<file path="src/sv/cln_pkg.sv">
// Shared types, codes and the power-up nibble table for the LCD nibble sequencer.
package cln_pkg;

  typedef enum logic [1:0] {
    PH_POWERUP,
    PH_READY,
    PH_ESCAPE
  } phase_t;

  typedef enum logic [1:0] {
    OP_NONE,
    OP_CMD,
    OP_DATA
  } op_t;

  typedef struct packed {
    logic       powerup;
    op_t        op;
    logic [7:0] value;
  } job_t;

  localparam logic       REG_ESCAPE   = 1'b0;
  localparam logic       REG_CLEAR    = 1'b1;

  localparam logic [7:0] ESCAPE_RESET = 8'h1B;
  localparam logic [7:0] CLEAR_RESET  = 8'hFF;
  localparam logic [7:0] CMD_CLEAR    = 8'h01;
  localparam logic [7:0] CMD_HOME     = 8'h02;
  localparam logic [7:0] ASCII_AT     = 8'h40;

  localparam logic [3:0] STEP_FIRST   = 4'd0;
  localparam logic [3:0] STEP_INIT_END = 4'd13;
  localparam logic [3:0] STEP_HI      = 4'd14;
  localparam logic [3:0] STEP_LO      = 4'd15;

  // Power-up sequence as seen on the bus: 0x30 x3 and 0x20 as lone high
  // nibbles, then 0x28, 0x0C, 0x06, 0x01, 0x02 as nibble pairs.
  function automatic logic [3:0] init_nibble(input logic [3:0] step);
    logic [3:0] nib;
    case (step)
      4'd0, 4'd1, 4'd2: nib = 4'h3;
      4'd3, 4'd4:       nib = 4'h2;
      4'd5:             nib = 4'h8;
      4'd7:             nib = 4'hC;
      4'd9:             nib = 4'h6;
      4'd11:            nib = 4'h1;
      4'd13:            nib = 4'h2;
      default:          nib = 4'h0;
    endcase
    return nib;
  endfunction

endpackage

</file>
<file path="src/sv/cln_front.sv">
// Front end: config registers, escape tracking and byte classification.
module cln_front
  import cln_pkg::*;
(
  input  logic       clk,
  input  logic       rst_n,
  input  logic       in_valid,
  output logic       in_ready,
  input  logic [7:0] in_byte_value,
  input  logic       cfg_valid,
  input  logic       cfg_index,
  input  logic [7:0] cfg_data,
  output logic       push_valid,
  input  logic       push_ready,
  output job_t       push_job
);

  phase_t     phase_r, phase_nxt;
  logic [7:0] escape_code_r;
  logic [7:0] clear_code_r;
  logic       accept;

  assign in_ready = push_ready;
  assign accept   = in_valid & push_ready;

  always_ff @(posedge clk) begin
    if (!rst_n) begin
      escape_code_r <= ESCAPE_RESET;
      clear_code_r  <= CLEAR_RESET;
    end else if (cfg_valid) begin
      if (cfg_index == REG_ESCAPE) begin
        escape_code_r <= cfg_data;
      end else begin
        clear_code_r <= cfg_data;
      end
    end
  end

  always_ff @(posedge clk) begin
    if (!rst_n) begin
      phase_r <= PH_POWERUP;
    end else begin
      phase_r <= phase_nxt;
    end
  end

  always_comb begin
    phase_nxt        = phase_r;
    push_job.powerup = (phase_r == PH_POWERUP);
    push_job.op      = OP_NONE;
    push_job.value   = in_byte_value;
    case (phase_r)
      PH_ESCAPE: begin
        if (in_byte_value[7]) begin
          push_job.op = OP_CMD;
        end else if (in_byte_value == ASCII_AT) begin
          push_job.op    = OP_CMD;
          push_job.value = CMD_HOME;
        end
        if (accept) begin
          phase_nxt = PH_READY;
        end
      end
      default: begin
        // clear wins over escape when both codes match
        if (in_byte_value == clear_code_r) begin
          push_job.op    = OP_CMD;
          push_job.value = CMD_CLEAR;
          if (accept) begin
            phase_nxt = PH_READY;
          end
        end else if (in_byte_value == escape_code_r) begin
          if (accept) begin
            phase_nxt = PH_ESCAPE;
          end
        end else begin
          push_job.op = OP_DATA;
          if (accept) begin
            phase_nxt = PH_READY;
          end
        end
      end
    endcase
    // drop items that cause no bus write
    push_valid = accept & (push_job.powerup | (push_job.op != OP_NONE));
  end

endmodule

</file>
<file path="src/sv/cln_queue.sv">
// Small job queue between the classifier and the nibble sequencer.
module cln_queue
  import cln_pkg::*;
#(
  parameter int DEPTH = 2
) (
  input  logic clk,
  input  logic rst_n,
  input  logic push_valid,
  output logic push_ready,
  input  job_t push_job,
  output logic pop_valid,
  input  logic pop,
  output job_t pop_job
);

  localparam int PW = (DEPTH > 1) ? $clog2(DEPTH) : 1;
  localparam int CW = $clog2(DEPTH + 1);
  localparam logic [PW-1:0] LAST_PTR = PW'(DEPTH - 1);
  localparam logic [CW-1:0] FULL_CNT = CW'(DEPTH);

  job_t          mem_r [DEPTH];
  logic [PW-1:0] wr_ptr_r, rd_ptr_r;
  logic [CW-1:0] count_r;
  logic          do_push, do_pop;

  assign push_ready = (count_r != FULL_CNT);
  assign pop_valid  = (count_r != '0);
  assign pop_job    = mem_r[rd_ptr_r];
  assign do_push    = push_valid & push_ready;
  assign do_pop     = pop & pop_valid;

  always_ff @(posedge clk) begin
    if (do_push) begin
      mem_r[wr_ptr_r] <= push_job;
    end
  end

  always_ff @(posedge clk) begin
    if (!rst_n) begin
      wr_ptr_r <= '0;
      rd_ptr_r <= '0;
      count_r  <= '0;
    end else begin
      if (do_push) begin
        wr_ptr_r <= (wr_ptr_r == LAST_PTR) ? '0 : wr_ptr_r + 1'b1;
      end
      if (do_pop) begin
        rd_ptr_r <= (rd_ptr_r == LAST_PTR) ? '0 : rd_ptr_r + 1'b1;
      end
      if (do_push && !do_pop) begin
        count_r <= count_r + 1'b1;
      end else if (do_pop && !do_push) begin
        count_r <= count_r - 1'b1;
      end
    end
  end

endmodule

</file>
<file path="src/sv/cln_back.sv">
// Back end: steps through one job and drives the registered nibble output.
module cln_back
  import cln_pkg::*;
(
  input  logic       clk,
  input  logic       rst_n,
  input  logic       head_valid,
  input  job_t       head_job,
  output logic       pop,
  output logic       out_valid,
  input  logic       out_ready,
  output logic [3:0] out_nibble,
  output logic       out_reg_select,
  output logic       out_last
);

  job_t       job_r;
  logic       job_valid_r;
  logic [3:0] step_r;
  logic       out_valid_r;
  logic [3:0] nibble_r;
  logic       rs_r;
  logic       last_r;

  logic       load, done;
  logic [3:0] last_step;
  logic [3:0] nib;
  logic       rs;

  always_comb begin
    last_step = (job_r.op == OP_NONE) ? STEP_INIT_END : STEP_LO;
    load      = job_valid_r & (~out_valid_r | out_ready);
    done      = load & (step_r == last_step);
    pop       = head_valid & (~job_valid_r | done);
    case (step_r)
      STEP_HI: begin
        nib = job_r.value[7:4];
        rs  = (job_r.op == OP_DATA);
      end
      STEP_LO: begin
        nib = job_r.value[3:0];
        rs  = (job_r.op == OP_DATA);
      end
      default: begin
        nib = init_nibble(step_r);
        rs  = 1'b0;
      end
    endcase
  end

  always_ff @(posedge clk) begin
    if (!rst_n) begin
      job_valid_r <= 1'b0;
      step_r      <= STEP_FIRST;
    end else if (pop) begin
      job_valid_r <= 1'b1;
      step_r      <= head_job.powerup ? STEP_FIRST : STEP_HI;
    end else if (done) begin
      job_valid_r <= 1'b0;
    end else if (load) begin
      step_r <= step_r + 1'b1;
    end
  end

  always_ff @(posedge clk) begin
    if (pop) begin
      job_r <= head_job;
    end
  end

  always_ff @(posedge clk) begin
    if (!rst_n) begin
      out_valid_r <= 1'b0;
    end else if (load) begin
      out_valid_r <= 1'b1;
    end else if (out_ready) begin
      out_valid_r <= 1'b0;
    end
  end

  always_ff @(posedge clk) begin
    if (load) begin
      nibble_r <= nib;
      rs_r     <= rs;
      last_r   <= (step_r == last_step);
    end
  end

  assign out_valid      = out_valid_r;
  assign out_nibble     = nibble_r;
  assign out_reg_select = rs_r;
  assign out_last       = last_r;

endmodule

</file>
<file path="src/sv/char_lcd_nibble_sequencer.sv">
// Top level of the character LCD 4-bit nibble sequencer.
//
// Usage:
//   Input channel (in_valid/in_ready/in_byte_value) takes one display byte
//   per item. Output channel (out_valid/out_ready) emits nibble writes with
//   out_reg_select (0 command, 1 data) and out_last on the final nibble of
//   the item. Config channel writes escape_code (index 0) and clear_code
//   (index 1); cfg_ready is always high.
//   An accepted item passes the job queue and the job register before its
//   first nibble reaches the output register, which gives one nibble per
//   cycle while out_ready is high and work is queued; a data or command byte
//   gives two nibbles, and the first byte after reset is preceded by the
//   14 power-up nibbles. Escape and dropped escaped bytes add no nibbles.
//   Reset returns both codes to their defaults and re-arms the power-up
//   sequence. When the receiver stalls, the output register holds, the
//   sequencer stops and the job queue fills; in_ready drops only when
//   the queue is full.
module char_lcd_nibble_sequencer
  import cln_pkg::*;
#(
  parameter int QUEUE_DEPTH = 2
) (
  input  logic       clk,
  input  logic       rst_n,
  input  logic       in_valid,
  output logic       in_ready,
  input  logic [7:0] in_byte_value,
  output logic       out_valid,
  input  logic       out_ready,
  output logic [3:0] out_nibble,
  output logic       out_reg_select,
  output logic       out_last,
  input  logic       cfg_valid,
  output logic       cfg_ready,
  input  logic       cfg_index,
  input  logic [7:0] cfg_data
);

  logic push_valid, push_ready;
  job_t push_job;
  logic head_valid, pop;
  job_t head_job;

  // config writes are always accepted and go straight into the code registers
  assign cfg_ready = 1'b1;

  // classify bytes and track escape/power-up state
  cln_front u_front (
    .clk           (clk),
    .rst_n         (rst_n),
    .in_valid      (in_valid),
    .in_ready      (in_ready),
    .in_byte_value (in_byte_value),
    .cfg_valid     (cfg_valid),
    .cfg_index     (cfg_index),
    .cfg_data      (cfg_data),
    .push_valid    (push_valid),
    .push_ready    (push_ready),
    .push_job      (push_job)
  );

  // decouple the classifier from the bus sequencer
  cln_queue #(
    .DEPTH (QUEUE_DEPTH)
  ) u_queue (
    .clk        (clk),
    .rst_n      (rst_n),
    .push_valid (push_valid),
    .push_ready (push_ready),
    .push_job   (push_job),
    .pop_valid  (head_valid),
    .pop        (pop),
    .pop_job    (head_job)
  );

  // play table and byte nibbles onto the output register
  cln_back u_back (
    .clk            (clk),
    .rst_n          (rst_n),
    .head_valid     (head_valid),
    .head_job       (head_job),
    .pop            (pop),
    .out_valid      (out_valid),
    .out_ready      (out_ready),
    .out_nibble     (out_nibble),
    .out_reg_select (out_reg_select),
    .out_last       (out_last)
  );

endmodule

</file>
<file path="config.mk">
export PLATFORM = sky130hd
export DESIGN_NAME = char_lcd_nibble_sequencer
export DESIGN_NICKNAME = d
export VERILOG_FILES = /design/src/sv/cln_pkg.sv /design/src/sv/cln_front.sv /design/src/sv/cln_queue.sv /design/src/sv/cln_back.sv /design/src/sv/char_lcd_nibble_sequencer.sv
export SDC_FILE = /design/constraint.sdc
export NUM_CORES = 1
export LEC_CHECK = 0
export BUFFER_PORTS_ARGS = -buffer_cell sky130_fd_sc_hd__buf_2
export CAP_MARGIN = 40
export CORE_ASPECT_RATIO = 0.8
export CORE_MARGIN = 3
export CORE_UTILIZATION = 35
export DETAILED_ROUTE_END_ITERATION = 10
export SLEW_MARGIN = 5
export SYNTH_ARGS = -nofsm -noshare
export SYNTH_HDL_FRONTEND = slang
export SYNTH_SLANG_ARGS = --single-unit
</file>
<file path="constraint.sdc">
create_clock -name clk -period 5.1 [get_ports clk]
set_input_delay 0.765 -clock clk [delete_from_list [all_inputs] [get_ports clk]]
set_output_delay 0.765 -clock clk [all_outputs]
set_load 0.05 [all_outputs]
</file>
; ---- Word-level counts from Yosys, hierarchy flattened
; Memory sizes are Yosys's and may differ from the RTL's. A register that Yosys moved wholly into a read port is not among the register bits.
; Index checks and enable logic that the tools add are counted.
[word_totals]
output_inout_bits = 9
inputBits = 22
ram_bits = 22
mem_bits_ro = 64
register_bits = 44
word_cells = 93
n_memories = 2
[memory_table]
columns = memory, words, word_bits, read_ports, rd_clocked_by_memory_dff, write_ports, line
row1 = (name not given), 16, 4, 1, 1, 0, cln_pkg.sv:40  ; case (step)
row2 = u_queue.mem_r, 2, 11, 1, 1, 1, cln_queue.sv:22  ; job_t mem_r [DEPTH];
[classes]
reduce_logical = 16
n_eq_ne = 11
bitwise = 13
mux = 32
n_addsub = 5
[ops]
columns = cell, n
row1 = 4-bit 2-to-1 mux, 6
row2 = 2-bit 2-to-1 mux, 10
row3 = 8-bit == test, 2
row4 = 8-bit 2-to-1 mux, 2
row5 = 2-bit nonzero test, 6
row6 = 1-bit 2-to-1 mux, 11
row7 = 10-bit 2-to-1 mux, 1
row8 = 9-bit 2-to-1 mux, 1
row9 = 4-bit == test (second input constant), 2
row10 = 8-bit by 7-bit == test with 1-bit output (second input constant), 1
row11 = 4-bit one-hot mux with 2 select lines, 1
row12 = 1-bit AND, 7
row13 = 2-bit AND reduction, 3
row14 = 4-bit by 1-bit adder with 4-bit output (second input constant), 1
row15 = 2-bit == test (second input constant), 2
row16 = 4-bit == test, 1
row17 = 2-bit zero test, 2
row18 = 2-bit != test (second input constant), 2
row19 = 4-bit by 2-bit != test with 1-bit output (second input constant), 1
row20 = 1-bit NOT, 3
row21 = 1-bit bitwise OR, 3
row22 = 1-bit adder (second input constant), 2
row23 = 2-bit by 1-bit adder with 2-bit output (second input constant), 1
row24 = 1-bit logical AND, 2
row25 = 3 further kinds, 4

; ---- Longest topological paths before layout
[logic_depth]
depth_word = 12
depth_mapped = 9
depth_no_buf = 9

; ---- Hierarchy
; Synthesis repeated with hierarchy kept, for this count alone.
[unflattened]
hier_cells = 294
hier_area_um2 = 3234.4
[modules_own_cells]
columns = mod, n_inst, cells_per_inst, area_per_inst_um2
row1 = cln_back, 1, 109, 1223.7
row2 = cln_queue, 1, 58, 1032.2
row3 = cln_front, 1, 125, 967.2
row4 = char_lcd_nibble_sequencer, 1, 2, 11.3

; ---- Least setup slack after synthesis
; OpenSTA, ideal clock, no wires.
[synth_path]
path_kind = input -> register
from = in out_ready
to = reg u_queue.count_r[1]
arrival_ns = 2.680
path_slack_ns = 2.349
stages = 7
path_buffers = 0
required_ns = 5.029
path_cell_list = and2b_1 > or3_4 > o21ai_2 > inv_1 > ha_1 > or3_1 > a21oi_1
[synth_between]
elab_chain_len = 9
[synth_rtl]
columns = item, line
row1 = "start, declared", char_lcd_nibble_sequencer.sv:29  ; input logic out_ready,
row2 = 1-bit bitwise OR (*), cln_back.sv:32  ; load = job_valid_r & (~out_valid_r | out_ready);
row3 = 1-bit AND (*), cln_back.sv:32
row4 = 1-bit AND (*), cln_back.sv:33  ; done = load & (step_r == last_step);
row5 = 1-bit bitwise OR (*), cln_back.sv:34  ; pop = head_valid & (~job_valid_r | done);
row6 = 1-bit AND (*), cln_back.sv:34
row7 = named net pop, char_lcd_nibble_sequencer.sv:41  ; logic head_valid, pop;
row8 = 1-bit AND (*), cln_queue.sv:31  ; assign do_pop = pop & pop_valid;
row9 = 1-bit zero test, cln_queue.sv:51  ; if (do_push && !do_pop) begin
row10 = 1-bit logical AND, cln_queue.sv:51
row11 = 2-bit 2-to-1 mux or 2-bit nonzero test (tied branches), --
row12 = "end signal, assigned", cln_queue.sv:52  ; count_r <= count_r + 1'b1;
row13 = "end signal, assigned", cln_queue.sv:54  ; count_r <= count_r - 1'b1;
row14 = "end, declared", cln_queue.sv:24  ; logic [CW-1:0] count_r;
; The timed path passes the listed nets; every way through them passes the cells marked *.
; A chain may end at the register's enable or synchronous reset.

; ---- Final worst setup path
; Same ends and word-level chain as after synthesis.

==> impl_metrics.csv <==
group,metric,value,unit
cells_and_area,fillers,823,
clock_tree,insertion_delay,340,ps
timing,max_slew_margin,56.5,%
drt,viasPerCell,4.89,
pwr,leakagePower,1.32,nW
pwr,clockPowerShare,26.0,%
critical_path,r2r_start,"u_back.step_r[2]",
timing,max_slew.worst_pin.slew,651,ps
min_path,min_path_type,"reg2reg",
drt,avgRoutedWirePerCell,13.7,um
cells_and_area,finish.net_count,337,
yosys,synth_edf_count,38,
placement,dpl-instance-area,3380,um2
pwr,peakVddDrop,0.000210,V
floorplan,die_w,112,um
global_routing,antenna_found_initial,0,
cells_and_area,area_growth,15.3,%
run,max-cap-violations,0,
clock_tree,cts_buffers,9,
pwr,p_per_area,515,nW/um2
outcome,outcome,"completed",
placement,dp.cells,413,
yosys,syn_avg_cell_area,11.2,um2
floorplan,io_pins,31,
yosys,netlist_area,3120,um2
clock_tree,cts_resized,0,
drt,wl,5.86,mm
placement,dp_hpwl,4.30,mm
drt,dr.pass1.iters,4,
critical_path,slowest_stage,"o21ai_2",
pwr,p_int,1.24,mW
drt,num_vias,2098,
yosys,async_reset_ff_share,0,%
global_routing,grt_pass1_wl,10.0,mm
timing,skew,12.2,ps
timing,setup_viol,0,
yosys,synth_cell_types,60,
timing,fin_setup_tns,0,ps
yosys,synthesis.nets,305,
cells_and_area,layout_commonest_cell,"nand2_1",
cells_and_area,diodes,0,
timing,slew_viol_final,0,
cells_and_area,layout-drive-gt1-share,22.4,%
global_routing,grt_usage,12.3,%
min_path,min_from,"u_front.escape_code_r[2]",
critical_path,critPathRequiredTime,5360,ps
floorplan,die_area,10100,um2
clock_tree,postCtsSetupBuffers,0,
drt,first_iter_violations,92,
floorplan,coreArea,8600,um2
timing,fmax,368,MHz
drt,post-route-drc-count,0,
floorplan,std_cell_rows,30,
clock_tree,cts_sinks,71,
clock_tree,cts.path.max_buffers,2,
yosys,ys_warn_count,0,
clock_tree,ctsHoldBuffers,0,
yosys,syn_inst,280,
floorplan,floorplan.initialDensity,36.3,%
placement,io_buffer_count,29,
critical_path,arrival,2980,ps
floorplan,die_y,90.5,um
critical_path,crit_fanout,13,
clock_tree,htreeDepth,3,
critical_path,critPathLaunch,"out_ready",
yosys,synth_top_flop_cell,"edfxtp_1",
pwr,swShare,33.4,%
cells_and_area,multiInputGateArea,1250,um2
critical_path,cp-start-kind,"primary input",
timing,whs,470,ps
timing,hold_viol,0,
global_routing,grt_overflow,0,
timing,fin_crit_sh,53.3,%
clock_tree,clkTransAtPathRegs,70,ps
pwr,pwr-share-seq,44.8,%
clock_tree,clock-root-buffer,"clkbuf_8",
critical_path,worst-setup-path-type,"in2reg",
pwr,power_frac_comb,29.2,%
critical_path,end_kind,"register",
cells_and_area,seq_area,1800,um2
critical_path,max_stage_delay,510,ps
global_routing,grt_pass1_vias,2099,
timing,min_period,2720,ps
placement,routabilityCongestion,0.800,
global_routing,grt_max_degree,19,
pwr,switchingPower,0.619,mW
yosys,yosysSeqAreaShare,57.7,%
critical_path,crit_chain,"buf_2, and2b_1, or3_4, o21ai_2, inv_1, ha_1, or3_1, a21oi_1",
timing,grt_setup_unrepaired,"false",
cells_and_area,design_area,3600,um2
cells_and_area,instances_no_fill,429,
drt,antenna_left,0,
yosys,ys_ff_latch,71,
cells_and_area,layout_common_cells,"42 x nand2_1, 38 x edfxtp_1, 33 x dfxtp_1, 29 x buf_2, 18 x xnor2_1",
clock_tree,cts_tree,"yes",
layout make-up:
type	count	area share [%]
inverters	8	0.833
clock inverters	7	2.71
well taps	112	3.89
flip-flops and latches	71	50.0
repair buffers	31	4.44
clock buffers	9	3.44
multi-input cells	191	34.7
cells in the mapped netlist (all sizes together), types with 2 or more instances:
cell     n  share of area, %
edfxtp  38                37
dfxtp   33                21
a22oi    6               2.0
xnor2   18               5.0
ha       3               1.2
o21ai    6               1.1
nor3     5              0.96
o311ai   2              0.56
clkbuf   8              0.96
o21a     4              0.96
a21oi   11               1.8
buf      2              0.40
nand2   42               5.0
o31ai    2              0.64
a221oi   2              0.76
inv      8              0.96
nand4    4              0.80
mux2    10               3.6
xor2     3              0.84
nor2b    3              0.60
nand2b   5               1.0
and2     8               1.6
a22o     2              0.60
or3b     3              0.92
or3      2              0.56
nand3   15               2.6
nor2    16               2.0
state kept, by name, summed over array words and instances, names as in the netlist, named ones only:
signal,cells
u_queue.wr_ptr_r,1
u_front.phase_r,2
u_queue.mem_r,22
u_back.out_valid,1
u_queue.count_r,2
u_front.escape_code_r,8
u_back.out_last,1
u_back.job_valid_r,1
u_back.step_r,4
u_queue.rd_ptr_r,1
u_back.out_reg_select,1
u_front.clear_code_r,8
u_back.out_nibble,4
u_back.job_r,10
stage by stage:
stage	power, mW	utilization, %	setup slack (ps)
final	1.85	41.9	2380
after global routing	1.98	41.9	2260
after CTS	1.87	41.9	2360
after detailed placement	1.38	39.3	2010
after global placement	1.37	39.2	2050
after floorplan	1.25	-	2350
power groups by stage:
stage	Combinational (mW)	Sequential, mW	Clock [mW]
2_1_floorplan	0.399	0.852	0
3_3_place_gp	0.526	0.841	0
3_5_place_dp	0.540	0.843	0
4_1_cts	0.544	0.830	0.497
5_1_grt	0.605	0.847	0.524
6_report	0.541	0.831	0.483
layer usage:
metal / global-route usage, % / vias to the layer above / share of wire (%)
met4: 2.13 / 0 / 0
met5: 0 / - / 0
met2: 19.9 / 51 / 46
li1: - / 1054 / -
met1: 16.0 / 993 / 49
met3: 4.76 / 0 / 5.3
worst max-delay path, delay by kind of cell:
kind,cells,cell delay [ps]
and+or+nand+nor,3,1020
AOI/OAI and AO/OA,2,670
buffers and inverters,2,170
adders and majority gates,1,350
cell families (layout without fill, tap and decap cells):
| logic type | after synthesis | count (layout) | synth area share (%) |
|---|---|---|---|
| buffers and inverters | 18 | 55 | 2.32 |
| adder cells (fa/ha/maj) | 3 | 3 | 1.20 |
| XOR/XNOR | 21 | 21 | 5.89 |
| flip-flops | 71 | 71 | 57.7 |
| other | 1 | 1 | 0.120 |
| AND/OR/NAND/NOR | 112 | 112 | 18.2 |
| AO/OA/AOI/OAI | 43 | 43 | 10.7 |
| multiplexers | 11 | 11 | 3.92 |
path summary, 6_finish.rpt:
path / cells past startpoint / slack [ps] / to
max reg2reg: 7 / 2480 / u_queue.count_r[1]
max: 8 / 2380 / u_queue.count_r[1]
min: 2 / 470 / u_front.escape_code_r[2]
min reg2reg: 2 / 470 / u_front.escape_code_r[2]
Note: power is estimated with default switching activity, not from simulation.
